File: config.mk
export PLATFORM = sky130hd
export DESIGN_NAME = age_based_victim_selector_top
export DESIGN_NICKNAME = d
export VERILOG_FILES = /design/src/design/avs_pkg.sv /design/src/design/age_based_victim_selector_top.sv
export SDC_FILE = /design/constraint.sdc
export NUM_CORES = 2
export LEC_CHECK = 0
export ABC_AREA = 1
export BUFFER_PORTS_ARGS = -buffer_cell sky130_fd_sc_hd__buf_4
export CAP_MARGIN = 20
export CORE_MARGIN = 2
export CORE_UTILIZATION = 35
export DETAILED_ROUTE_END_ITERATION = 7
export PLACE_DENSITY_LB_ADDON = 0.3
export SYNTH_ARGS = -nofsm -noshare
export SYNTH_HDL_FRONTEND = slang
export SYNTH_SLANG_ARGS = --single-unit
export TNS_END_PERCENT = 50
File: constraint.sdc
create_clock -name clk -period 6.5 [get_ports clk]
set_input_delay 1.3 -clock clk [delete_from_list [all_inputs] [get_ports clk]]
set_output_delay 1.3 -clock clk [all_outputs]
set_load 0.01 [all_outputs]
File: src/design/avs_pkg.sv
// ----------------------------------------------------------------------------
// Age-based victim selector package
// Shared widths, defaults and command codes for the victim selector.
// ----------------------------------------------------------------------------
`default_nettype none

package avs_pkg;

    localparam int DEPTH_DEFAULT = 32;
    localparam int STAMP_W       = 32;
    localparam int ENTRY_W       = 5;
    localparam int COUNT_W       = 6;
    localparam int VICTIM_W      = 5;
    localparam int USED_W        = 6;

    // Longest list that one command may return.
    localparam logic [COUNT_W-1:0] MAX_LIST  = 6'd32;
    localparam logic [USED_W-1:0]  USED_SAT  = 6'd63;
    localparam logic [STAMP_W-1:0] MIN_AGE_RESET = 32'd2;
    // Ages at or below this value are never listed.
    localparam logic [STAMP_W-1:0] LIST_AGE_FLOOR = 32'd1;

    typedef enum logic [1:0] {
        CMD_MARK  = 2'd0,
        CMD_EVICT = 2'd1,
        CMD_FIND  = 2'd2,
        CMD_LIST  = 2'd3
    } cmd_t;

endpackage

`default_nettype wire

File: src/design/age_based_victim_selector_top.sv
// ----------------------------------------------------------------------------
// Age-based victim selector
// Entry table with per-entry use stamps; finds and lists the oldest entries.
// ----------------------------------------------------------------------------
// A command transaction is taken when start is high and busy is low. Mark
// used and evict update the table at that edge and produce no result; busy
// stays low, so a further command may follow in the next cycle.
// Find oldest and list oldest scan the stamp memory through one shared
// subtract and compare unit, one entry per cycle. A scan pass reads the stamp
// memory once per entry in ST_SCAN, compares the registered read data of the
// last entry in ST_WAIT and settles the result in ST_EMIT.
// Find oldest puts its single result out at the end of its one scan pass.
// List oldest runs one pass per listed entry; each result appears at the end
// of the pass that finds its successor (or the pass that finds none), or
// from ST_FLUSH after the pass in which the count limit ends the list.
// Results appear for exactly one cycle, flagged by result_valid; the receiver
// cannot stall them. busy falls in the cycle of the final result.
// The min_age register is written through cfg_valid/cfg_ready/cfg_data,
// always ready; write it only while busy is low.
// Reset clears every valid bit and sets min_age to 2; stamps are not cleared.
// ----------------------------------------------------------------------------
`default_nettype none

module age_based_victim_selector_top #(
    parameter int DEPTH = avs_pkg::DEPTH_DEFAULT
) (
    input  wire logic                         clk,
    input  wire logic                         rst_n,
    input  wire logic                         start,
    output logic                              busy,
    input  wire logic [1:0]                   command,
    input  wire logic [avs_pkg::ENTRY_W-1:0]  entry,
    input  wire logic [avs_pkg::STAMP_W-1:0]  frame,
    input  wire logic [avs_pkg::COUNT_W-1:0]  count,
    input  wire logic                         cfg_valid,
    output logic                              cfg_ready,
    input  wire logic [avs_pkg::STAMP_W-1:0]  cfg_data,
    output logic                              result_valid,
    output logic [avs_pkg::VICTIM_W-1:0]      victim,
    output logic [avs_pkg::STAMP_W-1:0]       age,
    output logic                              found,
    output logic [avs_pkg::USED_W-1:0]        used_now,
    output logic                              last
);

    localparam int IDX_W = (DEPTH > 1) ? $clog2(DEPTH) : 1;
    localparam int VW    = avs_pkg::VICTIM_W;
    localparam logic [IDX_W-1:0] IDX_LAST = IDX_W'(DEPTH - 1);

    typedef enum logic [2:0] {
        ST_IDLE,
        ST_SCAN,
        ST_WAIT,
        ST_EMIT,
        ST_FLUSH
    } state_t;

    state_t                         state_reg;
    logic [avs_pkg::STAMP_W-1:0]    min_age_reg;
    logic [DEPTH-1:0]               valid_reg;
    logic [DEPTH-1:0]               taken_reg;
    avs_pkg::cmd_t                  cmd_reg;
    logic [avs_pkg::STAMP_W-1:0]    frame_reg;
    logic [avs_pkg::COUNT_W-1:0]    limit_reg;
    logic [avs_pkg::COUNT_W-1:0]    listed_reg;
    logic                           first_pass_reg;
    logic [IDX_W-1:0]               ptr_reg;
    logic                           rd_pend_reg;
    logic [IDX_W-1:0]               rd_idx_reg;
    logic [avs_pkg::STAMP_W-1:0]    rd_data_reg;
    logic                           any_reg;
    logic [IDX_W-1:0]               best_idx_reg;
    logic [avs_pkg::STAMP_W-1:0]    best_age_reg;
    logic                           pend_reg;
    logic [IDX_W-1:0]               pend_idx_reg;
    logic [avs_pkg::STAMP_W-1:0]    pend_age_reg;
    logic [avs_pkg::USED_W-1:0]     used_reg;
    logic                           result_valid_reg;
    logic [VW-1:0]                  victim_reg;
    logic [avs_pkg::STAMP_W-1:0]    age_reg;
    logic                           found_reg;
    logic                           last_reg;

    logic [avs_pkg::STAMP_W-1:0]    stamp_mem [DEPTH];

    logic                           accept;
    logic                           entry_ok;
    logic [IDX_W-1:0]               entry_idx;
    avs_pkg::cmd_t                  cmd_in;
    logic [avs_pkg::STAMP_W-1:0]    age_cur;
    logic                           qualifies;
    logic                           better;
    logic                           cand;
    logic [avs_pkg::COUNT_W-1:0]    listed_next;

    assign busy      = (state_reg != ST_IDLE);
    assign cfg_ready = 1'b1;
    assign accept    = start && !busy;
    assign cmd_in    = avs_pkg::cmd_t'(command);
    assign entry_ok  = (32'(entry) < 32'(DEPTH));
    assign entry_idx = IDX_W'(entry);

    // Shared compare unit: age of the entry read last cycle against the best.
    assign age_cur   = frame_reg - rd_data_reg;
    assign qualifies = valid_reg[rd_idx_reg] && !taken_reg[rd_idx_reg] &&
                       ((cmd_reg != avs_pkg::CMD_LIST) ||
                        (age_cur > avs_pkg::LIST_AGE_FLOOR));
    assign better    = qualifies && (!any_reg || (age_cur > best_age_reg));
    assign cand        = any_reg && (listed_reg < limit_reg);
    assign listed_next = listed_reg + avs_pkg::COUNT_W'(1);

    // Stamp memory: one write port used by mark used, one registered read port.
    always_ff @(posedge clk)
    begin
        if (accept && (cmd_in == avs_pkg::CMD_MARK) && entry_ok)
        begin
            stamp_mem[entry_idx] <= frame;
        end
        rd_data_reg <= stamp_mem[ptr_reg];
    end

    always_ff @(posedge clk or negedge rst_n)
    begin
        if (!rst_n)
        begin
            state_reg        <= ST_IDLE;
            min_age_reg      <= avs_pkg::MIN_AGE_RESET;
            valid_reg        <= '0;
            taken_reg        <= '0;
            cmd_reg          <= avs_pkg::CMD_MARK;
            frame_reg        <= '0;
            limit_reg        <= '0;
            listed_reg       <= '0;
            first_pass_reg   <= 1'b0;
            ptr_reg          <= '0;
            rd_pend_reg      <= 1'b0;
            rd_idx_reg       <= '0;
            any_reg          <= 1'b0;
            best_idx_reg     <= '0;
            best_age_reg     <= '0;
            pend_reg         <= 1'b0;
            pend_idx_reg     <= '0;
            pend_age_reg     <= '0;
            used_reg         <= '0;
            result_valid_reg <= 1'b0;
            victim_reg       <= '0;
            age_reg          <= '0;
            found_reg        <= 1'b0;
            last_reg         <= 1'b0;
        end
        else
        begin
            result_valid_reg <= 1'b0;

            if (cfg_valid && cfg_ready)
            begin
                min_age_reg <= cfg_data;
            end

            // One read in flight behind the address pointer.
            rd_pend_reg <= (state_reg == ST_SCAN);
            rd_idx_reg  <= ptr_reg;

            if (rd_pend_reg)
            begin
                if (better)
                begin
                    any_reg      <= 1'b1;
                    best_idx_reg <= rd_idx_reg;
                    best_age_reg <= age_cur;
                end
                if (first_pass_reg && valid_reg[rd_idx_reg] &&
                    (rd_data_reg == frame_reg) && (used_reg != avs_pkg::USED_SAT))
                begin
                    used_reg <= used_reg + avs_pkg::USED_W'(1);
                end
            end

            unique case (state_reg)
                ST_IDLE:
                begin
                    if (accept)
                    begin
                        unique case (cmd_in)
                            avs_pkg::CMD_MARK:
                            begin
                                if (entry_ok)
                                begin
                                    valid_reg[entry_idx] <= 1'b1;
                                end
                            end
                            avs_pkg::CMD_EVICT:
                            begin
                                if (entry_ok)
                                begin
                                    valid_reg[entry_idx] <= 1'b0;
                                end
                            end
                            avs_pkg::CMD_FIND, avs_pkg::CMD_LIST:
                            begin
                                cmd_reg        <= cmd_in;
                                frame_reg      <= frame;
                                limit_reg      <= (count > avs_pkg::MAX_LIST) ?
                                                  avs_pkg::MAX_LIST : count;
                                listed_reg     <= '0;
                                taken_reg      <= '0;
                                first_pass_reg <= 1'b1;
                                used_reg       <= '0;
                                any_reg        <= 1'b0;
                                pend_reg       <= 1'b0;
                                ptr_reg        <= '0;
                                state_reg      <= ST_SCAN;
                            end
                            default:
                            begin
                            end
                        endcase
                    end
                end
                ST_SCAN:
                begin
                    if (ptr_reg == IDX_LAST)
                    begin
                        state_reg <= ST_WAIT;
                    end
                    else
                    begin
                        ptr_reg <= ptr_reg + IDX_W'(1);
                    end
                end
                ST_WAIT:
                begin
                    state_reg <= ST_EMIT;
                end
                ST_EMIT:
                begin
                    first_pass_reg <= 1'b0;
                    if (cmd_reg == avs_pkg::CMD_FIND)
                    begin
                        result_valid_reg <= 1'b1;
                        last_reg         <= 1'b1;
                        if (any_reg && (best_age_reg >= min_age_reg))
                        begin
                            found_reg  <= 1'b1;
                            victim_reg <= VW'(best_idx_reg);
                            age_reg    <= best_age_reg;
                        end
                        else
                        begin
                            found_reg  <= 1'b0;
                            victim_reg <= '0;
                            age_reg    <= '0;
                        end
                        state_reg <= ST_IDLE;
                    end
                    else if (cand)
                    begin
                        // The entry found is held back until it is known
                        // whether another follows, so that last is correct.
                        if (pend_reg)
                        begin
                            result_valid_reg <= 1'b1;
                            found_reg        <= 1'b1;
                            last_reg         <= 1'b0;
                            victim_reg       <= VW'(pend_idx_reg);
                            age_reg          <= pend_age_reg;
                        end
                        pend_reg                <= 1'b1;
                        pend_idx_reg            <= best_idx_reg;
                        pend_age_reg            <= best_age_reg;
                        taken_reg[best_idx_reg] <= 1'b1;
                        listed_reg              <= listed_next;
                        any_reg                 <= 1'b0;
                        ptr_reg                 <= '0;
                        if (listed_next == limit_reg)
                        begin
                            state_reg <= ST_FLUSH;
                        end
                        else
                        begin
                            state_reg <= ST_SCAN;
                        end
                    end
                    else
                    begin
                        result_valid_reg <= 1'b1;
                        last_reg         <= 1'b1;
                        found_reg        <= pend_reg;
                        victim_reg       <= pend_reg ? VW'(pend_idx_reg) : '0;
                        age_reg          <= pend_reg ? pend_age_reg : '0;
                        state_reg        <= ST_IDLE;
                    end
                end
                ST_FLUSH:
                begin
                    result_valid_reg <= 1'b1;
                    found_reg        <= 1'b1;
                    last_reg         <= 1'b1;
                    victim_reg       <= VW'(pend_idx_reg);
                    age_reg          <= pend_age_reg;
                    state_reg        <= ST_IDLE;
                end
                default:
                begin
                    state_reg <= ST_IDLE;
                end
            endcase
        end
    end

    assign result_valid = result_valid_reg;
    assign victim       = victim_reg;
    assign age          = age_reg;
    assign found        = found_reg;
    assign used_now     = used_reg;
    assign last         = last_reg;

    // A result only ever closes a command that was in progress.
    assert property (@(posedge clk) disable iff (!rst_n)
        result_valid |-> $past(busy))
    else $error("result without a command in progress");

    // The final result of a command releases the block; any other keeps it busy.
    assert property (@(posedge clk) disable iff (!rst_n)
        result_valid |-> (last == !busy))
    else $error("busy does not follow the last result");

    // An empty answer is always the only, and so the final, result.
    assert property (@(posedge clk) disable iff (!rst_n)
        (result_valid && !found) |-> last)
    else $error("empty result not marked last");

endmodule

`default_nettype wire
==> impl_metrics.ini <==
[outcome]
status = finished, final reports clean

[drt]
wl_per_cell_microns = 23.3
first_pass_iters = 6
wl_microns = 171000
drc = 0
viasPerCell = 5.43
num_vias = 39800
drtAntennaViolNets = 0
drtIter0Drc = 4793

[synthesis]
synth_cells = 4993
synth-async-reset-ratio_pct = 20.9
ys_seq_area_share_pct = 67.9
ys_types = 55
synth-seq-cells = 1335
synth_edf_count = 1024
synth_fp_nets = 5179
syn_area_per_cell_sq_um = 11.3
synth-main-ff-cell = edfxtp_1
synth_warnings = 0
netlist_area_sq_mm = 0.0565

[die]
start_util_pct = 35.2
ios = 129
core_area_sq_mm = 0.160
dieArea_sq_mm = 0.165
fp.dieH_microns = 406
fp-row-count = 147
die_w_microns = 406

[cells_and_area]
seq_area_sq_mm = 0.0384
drive_above_1_share_pct = 10.2
largest_reg_flops = 1024
final_common_cell = edfxtp_1
layout.nets = 5243
areaGrowthSynthToFinish_pct = 14.0
multi_input_area_sq_mm = 0.0160
top_register = stamp_mem
fillers = 15400
layout_common_cells = edfxtp_1 (1024), nor2_1 (714), o21ai_0 (711)
finalInstanceArea_sq_mm = 0.0644

[clocking]
cts_root_buf = clkbuf_16
ctsHoldBuffers = 0
cts_setup_buffers = 0
tritoncts = yes
cts.sinks = 1335
cts_max_path_buffers = 3
clk_latency_ns = 0.78
clk_pin_slew_ns = 0.06
numCtsBuffers = 144
cts_max_level = 4
cts_resized = 0

[global_routing]
grt_overflow_total = 0
grt_pass1_vias = 37400
grt_max_degree = 169
antenna_found_initial = 11
grt_pass1_wl_microns = 252000
grtUsageTotal_pct = 20.5

[worst_setup_path]
worstRegToRegCells = 24
critPathKind = reg2reg
reg2reg_to = best_age_reg[15]$_DFFE_PN0P_
cp-end-kind = flop
cp.required_ns = 7.16
rrSetupSlack_ns = 1.71
worstPathMaxFanout = 38
timing.rr.start = frame_reg[4]$_DFFE_PN0P_
cp-start-kind = flop
crit_arrival_ns = 5.45

[power]
powerDensity_mw_per_mm2 = 432
power_mw = 27.8
ir_drop_v = 0.000324
p_leak_nw = 23.5

[placed_design]
io_buffers = 127
place_congestion = 0.846
place_area_sq_mm = 0.0599
hpwl_microns = 102000

[min_path]
min_to = rd_idx_reg[3]$_DFF_PN0_
min_path_cells = 0
hold_class = reg2reg
hp-start = ptr_reg[3]$_DFFE_PN0P_

[sta]
fin_setup_tns_ns = 0
setup_viol = 0
hold_violations = 0
slew_viol_final = 0
fin_crit_sh_pct = 73.7
fmax_mhz = 209
clock_skew_ns = 0.0359
worst_slew_pin_slew_ns = 1.17
max_slew_margin_pct = 22.2
period_needed_ns = 4.79
rsz0062_at_grt = false

[flow_run]
maxCapViolCount = 0
## through the flow
step	util [%]	std cells	setup slack, ns	hold slack [ns]
detailed placement	37.4	7071	1.81	0.423
CTS	40.2	7330	1.78	0.443
global route	40.2	7331	1.23	0.455
floorplan	-	4993	0.951	0.352
global placement	37.4	7071	1.84	0.425
finish	40.2	7331	1.71	0.446
## cell type report
class / instances / share of cell area (%)
well taps: 2160 / 4.19
multi-input cells: 3071 / 24.9
clock inverters: 68 / 0.923
inverters: 292 / 1.73
clock buffers: 191 / 6.06
flip-flops and latches: 1335 / 59.6
diodes: 1 / 0.00388
repair buffers: 213 / 2.63
## synthesized netlist by cell type, types with 3 or more instances
| master | count | share of area [%] |
|---|---|---|
| o21bai_1 | 4 | 0.053 |
| buf_1 | 14 | 0.093 |
| dfxtp_1 | 32 | 1.1 |
| o221ai_1 | 87 | 1.3 |
| o21ai_0 | 711 | 6.3 |
| a21oi_1 | 216 | 1.9 |
| inv_1 | 283 | 1.9 |
| a211oi_1 | 7 | 0.093 |
| nor3_1 | 49 | 0.43 |
| nand2_2 | 10 | 0.11 |
| a32oi_1 | 29 | 0.45 |
| nand2_1 | 602 | 4.0 |
| nor2_1 | 743 | 4.9 |
| nand3_2 | 34 | 0.60 |
| edfxtp_1 | 1024 | 54 |
| buf_4 | 5 | 0.066 |
| a31oi_1 | 20 | 0.22 |
| a21oi_2 | 7 | 0.11 |
| nor4_1 | 8 | 0.089 |
| nand3b_1 | 9 | 0.12 |
| nand3_1 | 111 | 0.98 |
| ha_1 | 104 | 2.3 |
| o21ai_1 | 3 | 0.027 |
| xor2_1 | 7 | 0.11 |
| a221oi_1 | 32 | 0.50 |
| inv_2 | 7 | 0.046 |
| clkbuf_1 | 251 | 1.7 |
| buf_2 | 16 | 0.14 |
| o22ai_1 | 187 | 2.1 |
| dfrtp_1 | 278 | 12 |
| o21a_1 | 5 | 0.066 |
| nor2_2 | 4 | 0.044 |
| nand4_1 | 59 | 0.65 |
| buf_12 | 7 | 0.25 |
## worst max path at each step
stage                                         from                            to  slack [ns]  depth (start not counted)
after floorplan                              start    stamp_mem[27][0]$_DFFE_PP_        0.95                          6
after global placement    frame_reg[0]$_DFFE_PN0P_   best_age_reg[3]$_DFFE_PN0P_        1.84                         27
after detailed placement  frame_reg[4]$_DFFE_PN0P_   best_age_reg[8]$_DFFE_PN0P_        1.81                         24
after CTS                 frame_reg[4]$_DFFE_PN0P_   best_idx_reg[1]$_DFFE_PN0P_        1.78                         24
after global routing      frame_reg[4]$_DFFE_PN0P_   best_idx_reg[2]$_DFFE_PN0P_        1.23                         24
final                     frame_reg[4]$_DFFE_PN0P_  best_age_reg[15]$_DFFE_PN0P_        1.71                         24
## logic make-up after synthesis
kind of cell | count (synthesis) | synth area share [%]
DFF | 1335 | 67.9
buffers and inverters | 587 | 4.18
xor gates and xnor gates | 10 | 0.195
other | 1 | 0.00664
and+or+nand+nor | 1637 | 12.1
adders and majority gates | 105 | 2.34
AOI/OAI and AO/OA | 1316 | 13.3
muxes | 2 | 0.0376
## worst max-delay path: stages (launching register included)
cell	delay, ns
dfrtp_1	0.38
ha_1	0.43
nand2_1	0.13
nor2_1	0.16
nand2_1	0.11
nand3_2	0.11
nand2_1	0.08
nand2_1	0.09
nand2_1	0.06
nand2_1	0.08
xor2_1	0.34
inv_1	0.14
ha_1	0.33
nand4_1	0.12
nor4_1	0.35
nor3b_1	0.25
nand4_1	0.14
nor2_1	0.12
nor2_1	0.05
nand2_1	0.08
nand2_2	0.06
nand2_4	0.45
nand2_4	0.37
nand2_1	0.15
nand2_1	0.07
## report_power, final
part | leakage [nW] | total (mW) | switching, mW | internal (mW)
clock network | 2.19 | 7.87 | 3.48 | 4.39
logic | 8.27 | 9.49 | 6.56 | 2.92
registers | 13.1 | 10.5 | 0.610 | 9.84
total | 23.5 | 27.8 | 10.7 | 17.2
## metal layers
metal  part of all wire (%)  wire, microns  vias up  global-route usage (%)
met4                    2.6           4440       14                    5.99
met1                     45          77100    19900                    30.0
met5                  0.053             90        -                       0
li1                       -              -    18100                       -
met3                    7.7          13200      251                    3.63
met2                     45          76300     1626                    31.1
(Power assumes the default switching activity.)
